### src/design/assert_macros.svh
// Assertion macros shared by the filter RTL.
// Define ASSERT_OFF to compile every assertion away.
`ifndef ASSERT_MACROS_SVH
`define ASSERT_MACROS_SVH
`ifndef ASSERT_OFF
// Property must hold at every rising clock edge outside reset.
`define ASSERT_CLK(lbl, clk, rstn, prop) \
    lbl: assert property (@(posedge clk) disable iff (!rstn) (prop)) \
        else $error("assertion failed");
// Expression must never be true outside reset.
`define ASSERT_NEVER(lbl, clk, rstn, expr) \
    lbl: assert property (@(posedge clk) disable iff (!rstn) !(expr)) \
        else $error("forbidden condition seen");
`else
`define ASSERT_CLK(lbl, clk, rstn, prop)
`define ASSERT_NEVER(lbl, clk, rstn, expr)
`endif
`endif

### src/design/kf2d_pkg.sv
// Shared types, constants and saturation helpers of the 2-D Kalman step.
// No dependencies.
package kf2d_pkg;

    typedef logic signed [31:0] t_q16;
    typedef logic signed [51:0] t_wide;

    localparam int unsigned QuoW = 48;

    // configuration register indexes
    localparam logic [2:0] REG_WALL_X  = 3'd0;
    localparam logic [2:0] REG_WALL_Y  = 3'd1;
    localparam logic [2:0] REG_PN_XX   = 3'd2;
    localparam logic [2:0] REG_PN_XY   = 3'd3;
    localparam logic [2:0] REG_PN_YY   = 3'd4;
    localparam logic [2:0] REG_MN_XX   = 3'd5;
    localparam logic [2:0] REG_MN_XY   = 3'd6;
    localparam logic [2:0] REG_MN_YY   = 3'd7;

    localparam t_q16 RST_WALL_X = 32'sd1310720;
    localparam t_q16 RST_WALL_Y = 32'sd655360;
    localparam t_q16 RST_PN_XX  = 32'sd19661;
    localparam t_q16 RST_PN_YY  = 32'sd26214;
    localparam t_q16 RST_MN_XX  = 32'sd26214;
    localparam t_q16 RST_MN_YY  = 32'sd26214;
    localparam t_q16 RST_MEAN_X = 32'sd720896;
    localparam t_q16 RST_MEAN_Y = 32'sd229376;
    localparam t_q16 RST_COV0   = 32'sd26214;
    localparam t_q16 RST_COV1   = 32'sd6554;
    localparam t_q16 RST_COV2   = 32'sd6554;
    localparam t_q16 RST_COV3   = 32'sd32768;

    localparam t_q16 Q16_MAX = 32'sh7FFF_FFFF;
    localparam t_q16 Q16_MIN = 32'sh8000_0000;

    function automatic t_wide f_ext(input t_q16 a);
        f_ext = t_wide'(a);
    endfunction

    // clamp a wide value into the signed 32-bit range
    function automatic t_q16 f_sat32(input t_wide v);
        if (v > f_ext(Q16_MAX)) begin
            f_sat32 = Q16_MAX;
        end else if (v < f_ext(Q16_MIN)) begin
            f_sat32 = Q16_MIN;
        end else begin
            f_sat32 = v[31:0];
        end
    endfunction

endpackage

### src/design/kf2d_div.sv
// Bit-serial signed divider: quotient = (num * 2^16) / den, truncated, clamped to 32 bits.
// Depends on kf2d_pkg.
module kf2d_div (
    input  logic                 i_clk,
    input  logic                 i_rst_n,
    input  logic                 i_start,
    input  kf2d_pkg::t_q16       i_num,
    input  logic signed [49:0]   i_den,
    output logic                 o_done,
    output kf2d_pkg::t_q16       o_quo
);
    import kf2d_pkg::*;

    logic                r_busy;
    logic                r_done;
    logic [5:0]          r_cnt;
    logic [QuoW-1:0]     r_quo;
    logic [49:0]         r_rem;
    logic [49:0]         r_dvs;
    logic                r_neg;

    logic [32:0]         w_num_abs;
    logic [49:0]         w_den_abs;
    logic [50:0]         w_rem_sh;
    logic [50:0]         w_rem_sub;
    logic                w_qbit;

    always_comb begin
        w_num_abs = i_num[31] ? -{i_num[31], i_num} : {i_num[31], i_num};
        w_den_abs = i_den[49] ? 50'(-i_den) : 50'(i_den);
        w_rem_sh  = {r_rem, r_quo[QuoW-1]};
        w_rem_sub = w_rem_sh - {1'b0, r_dvs};
        w_qbit    = (w_rem_sh >= {1'b0, r_dvs});
    end

    always_ff @(posedge i_clk) begin
        if (!i_rst_n) begin
            r_busy <= 1'b0;
            r_done <= 1'b0;
            r_cnt  <= '0;
        end else begin
            r_done <= 1'b0;
            if (i_start) begin
                r_busy <= 1'b1;
                r_cnt  <= '0;
            end else if (r_busy) begin
                r_cnt <= r_cnt + 6'd1;
                if (r_cnt == 6'(QuoW - 1)) begin
                    r_busy <= 1'b0;
                    r_done <= 1'b1;
                end
            end
        end
    end

    always_ff @(posedge i_clk) begin
        if (i_start) begin
            r_quo <= {w_num_abs[31:0], 16'd0};
            r_rem <= '0;
            r_dvs <= w_den_abs;
            r_neg <= i_num[31] ^ i_den[49];
        end else if (r_busy) begin
            r_rem <= w_qbit ? w_rem_sub[49:0] : w_rem_sh[49:0];
            r_quo <= {r_quo[QuoW-2:0], w_qbit};
        end
    end

    // apply sign and clamp
    always_comb begin
        if (r_neg) begin
            o_quo = (r_quo > QuoW'(33'h1_0000_0000 >> 1)) ? Q16_MIN : -r_quo[31:0];
        end else begin
            o_quo = (r_quo > QuoW'(32'h7FFF_FFFF)) ? Q16_MAX : r_quo[31:0];
        end
    end

    assign o_done = r_done;

endmodule

### config.mk
export PLATFORM = sky130hd
export DESIGN_NAME = kf2d_div
export DESIGN_NICKNAME = d
export VERILOG_FILES = /design/src/design/assert_macros.svh /design/src/design/kf2d_pkg.sv /design/src/design/kf2d_div.sv
export SDC_FILE = /design/constraint.sdc
export NUM_CORES = 1
export LEC_CHECK = 0
export ABC_AREA = 0
export BUFFER_PORTS_ARGS = -buffer_cell sky130_fd_sc_hd__buf_4
export CAP_MARGIN = 25
export CORE_MARGIN = 2
export CORE_UTILIZATION = 49
export DETAILED_ROUTE_END_ITERATION = 10
export HOLD_SLACK_MARGIN = 0.03
export PLACE_DENSITY_LB_ADDON = 0.3
export SLEW_MARGIN = 20
export SYNTH_ARGS = -nofsm -noshare
export SYNTH_HDL_FRONTEND = slang
export SYNTH_SLANG_ARGS = --single-unit
### constraint.sdc
create_clock -name i_clk -period 3.5 [get_ports i_clk]
set_input_delay 0.35 -clock i_clk [delete_from_list [all_inputs] [get_ports i_clk]]
set_output_delay 0.35 -clock i_clk [all_outputs]
set_load 0.01 [all_outputs]
==> impl_metrics.py <==
metrics = {
    "clocking": {
        "post_cts_hold_buffer_count": 0,
        "cts_max_level": 4,
        "clock_latency_ps": 440,
        "clockBufferDepth": 2,
        "cts.sinks": 157,
        "path_clk_slew_ps": 70,
        "cts_buffers": 17,
        "cts_root_buffer": "clkbuf_16",
        "cts_tree": "built",
    },
    "timing": {
        "max_freq_mhz": 264,
        "finalSetupViolations": 30,
        "tns_ps": -6180,
        "slew_violations": 0,
        "tightestPinTransition_ps": 695,
        "rsz0062_at_grt": "true",
        "finalCriticalPeriod_ps": 3790,
        "worst_slack_ps": -293,
        "final_hold_viol_count": 0,
        "finalClockSkew_ps": 14.5,
        "relSlewSlack": 0.535,
        "period_share": 1.08,
    },
    "setup_path": {
        "crit_buf_inv": 4,
        "crit_slowest_cell": "or4_4",
        "max_stage_delay_ps": 420,
        "criticalPathCategory": "flip-flop to primary output",
        "critPathLaunchType": "flip-flop",
        "worstPathRequired_ps": 3150,
        "cp_top_family": "simple AND/OR/NAND/NOR gates",
        "end_kind": "primary output",
        "path_cells": "inv_2, ha_4, or3b_1, or2_1, or4_4, nand4bb_4, or2_4, o31a_4, inv_4, nand2_8, buf_12, o311ai_4, buf_4",
        "cp.arrival_ps": 3440,
        "crit_fanout": 8,
    },
    "routing": {
        "avgRoutedWirePerCell_um": 16.5,
        "first_pass_iters": 6,
        "num_vias": 11065,
        "route.detailed.drc": 0,
        "ant_nets": 0,
        "drt_iter0_drc": 989,
        "vias_per_cell": 5.85,
        "drt-total-wl_mm": 31.2,
    },
    "yosys": {
        "ys_ff_latch": 157,
        "synth_fp_nets": 1536,
        "async_flop_share": 0,
        "syn_inst": 1396,
        "seq_area_frac_synth": 0.343,
        "synth_edf_count": 83,
        "yosys_warnings": 0,
        "ys.flop_type": "edfxtp_1",
        "avgSynthCellArea_sq_um": 8.31,
        "yosysUniqueCellTypes": 72,
        "syn_area_sq_mm": 0.0116,
    },
    "power": {
        "swShare": 0.336,
        "p_comb_frac": 0.286,
        "p_int_mw": 3.76,
        "netSwitchingPower_mw": 1.91,
        "p_clk_frac": 0.322,
        "power.leakage_nw": 5.76,
        "sequentialPowerShare": 0.392,
        "power_density_mw_per_mm2": 396,
        "vdd_ir_drop_max_mv": 0.298,
    },
    "global_route": {
        "grt_max_degree": 86,
        "grt_pass1_vias": 10234,
        "antenna_found_initial": 0,
        "grt.total_usage": 0.253,
        "grt_pass1_wl_mm": 50.8,
        "grt_overflow": 0,
    },
    "placement": {
        "port_buffers": 117,
        "gp_congestion": 0.932,
        "place_ws_ps": -141,
        "dp_hpwl_mm": 23.0,
    },
    "layout": {
        "antenna_cells": 0,
        "nets": 1701,
        "area_growth_pct": 23.4,
        "drive_above_1_share": 0.199,
        "final_cell_mix": "buf_4 (205), nand2_1 (168), o21ai_0 (129)",
        "final_common_cell": "buf_4",
    },
    "run_status": {
        "violations": "negative setup slack",
        "status": "complete, but fails checks",
    },
    "die": {
        "start_util": 0.497,
        "rows": 56,
        "core_sq_mm": 0.0233,
        "fp.dieH_um": 158,
        "die_w_um": 158,
        "die_area_sq_mm": 0.0249,
        "io_pins": 118,
    },
    "hold_path": {
        "hold_path.class": "input pin to flip-flop",
    },
    "job": {
        "maxCapViolCount": 0,
    },
}
[logic make-up after synthesis]
kind of cell | count (synthesis) | share of synthesized area
AND/OR/NAND/NOR | 447 | 0.185
AO/OA/AOI/OAI | 413 | 0.226
flip-flops | 157 | 0.343
buffers and inverters | 153 | 0.0521
XOR/XNOR | 123 | 0.0929
adder cells (fa/ha/maj) | 55 | 0.0600
multiplexers | 48 | 0.0415
[metal layers]
metal	GRT usage	vias up	share of wire
li1	-	5412	-
met1	0.349	5182	0.45
met2	0.417	426	0.46
met3	0.0359	45	0.071
met4	0.0684	0	0.016
met5	0	-	0
[area by class of cell]
class                           instances  area (sq um)
Inverter                               85           322
Fill cell                            2017          9020
Clock inverter                         15           148
Timing Repair Buffer                  212          1640
Multi-Input combinational cell       1088          7400
Clock buffer                           17           425
Sequential cell                       157          3980
Tap cell                              319           399
[sequential cells by signal (all words and copies together) (netlist names)]
signal,count
r_cnt,6
r_dvs,50
r_neg,1
r_quo,48
r_busy,1
r_rem,50
o_done,1
[worst register-to-register path, cell delays in order (launching register included)]
cell and delay [ps]:
edfxtp_1 460, inv_1 100, ha_1 160, inv_1 60, fa_1 440, a21o_1 200, a21oi_1 240, o211ai_1 170
a21bo_2 270, a211o_1 410, a21o_1 250, xor2_1 160, mux2i_1 100, a211oi_1 250
[stage by stage]
step | utilization | hold WS [ps] | instances | power (mW) | cell area (sq um)
2_1_floorplan | - | 437 | 1396 | 3.27 | 11800
3_3_place_gp | 0.578 | 461 | 1851 | 3.78 | 13500
3_5_place_dp | 0.578 | 461 | 1851 | 3.82 | 13500
4_1_cts | 0.609 | 122 | 1892 | 5.67 | 14200
5_1_grt | 0.613 | 125 | 1893 | 5.97 | 14300
6_report | 0.613 | 132 | 1893 | 5.67 | 14300
[final timing paths]
| path | cells after the start | startpoint | slack (ps) | endpoint |
|---|---|---|---|---|
| max reg2reg | 13 | r_quo[47]$_DFFE_PP_ | 140 | r_rem[36]$_SDFFE_PP0P_ |
| max | 13 | r_quo[1]$_SDFFE_PP0P_ | -290 | o_quo[25] |
| min | 1 | i_den[0] | 130 | r_dvs[0]$_DFFE_PP_ |
| min reg2reg | 2 | r_rem[49]$_SDFFE_PP0P_ | 480 | r_rem[49]$_SDFFE_PP0P_ |
[what timing repair did]
item / 4_1_cts / 5_1_grt
pin swaps: 5 / 1
gates resized for setup: 19 / 19
cloned: 3 / 0
endpoints found under the setup margin: 31 / 82
setup buffers: 6 / 0
[synth_stat cells, types with 3 or more instances]
| master | n | share of area |
|---|---|---|
| nand2b_1 | 5 | 0.0027 |
| and2_1 | 9 | 0.0049 |
| or4_4 | 4 | 0.0039 |
| nand4_1 | 17 | 0.0092 |
| clkbuf_1 | 58 | 0.019 |
| nor2_1 | 113 | 0.037 |
| a21oi_1 | 87 | 0.038 |
| a21boi_0 | 4 | 0.0026 |
| a311oi_1 | 4 | 0.0030 |
| nor2b_1 | 10 | 0.0054 |
| buf_2 | 6 | 0.0026 |
| o211ai_1 | 8 | 0.0052 |
| or3_1 | 12 | 0.0065 |
| mux2i_1 | 47 | 0.041 |
| ha_1 | 54 | 0.058 |
| o41ai_1 | 16 | 0.012 |
| a211oi_1 | 23 | 0.015 |
| dfxtp_1 | 74 | 0.13 |
| xnor2_1 | 73 | 0.055 |
| o22ai_1 | 3 | 0.0016 |
| nand2_1 | 169 | 0.055 |
| o21bai_1 | 12 | 0.0078 |
| nor4_1 | 15 | 0.0081 |
| nand3_1 | 22 | 0.0095 |
| a32oi_1 | 14 | 0.011 |
| o311ai_0 | 14 | 0.011 |
| and3_1 | 5 | 0.0027 |
| o21ai_0 | 136 | 0.059 |
| or2_2 | 6 | 0.0032 |
| a211o_1 | 3 | 0.0023 |
| or4_1 | 17 | 0.011 |
| o31ai_1 | 26 | 0.017 |
| nor3_1 | 25 | 0.011 |
| and4_1 | 3 | 0.0023 |
| xor2_1 | 50 | 0.038 |
| a31oi_1 | 14 | 0.0076 |
| a21o_1 | 20 | 0.013 |
| buf_6 | 3 | 0.0029 |
| edfxtp_1 | 83 | 0.21 |
| inv_1 | 84 | 0.027 |
| o21a_1 | 11 | 0.0071 |
[power by group through the flow]
| stage | Clock, mW | Sequential [mW] | Combinational, mW |
|---|---|---|---|
| 6_report | 1.83 | 2.23 | 1.62 |
| 5_1_grt | 1.94 | 2.24 | 1.78 |
| 4_1_cts | 1.86 | 2.22 | 1.59 |
| 3_5_place_dp | 0 | 2.26 | 1.56 |
| 3_3_place_gp | 0 | 2.25 | 1.53 |
| 2_1_floorplan | 0 | 2.22 | 1.05 |
Note: power is estimated with default switching activity, not from simulation.
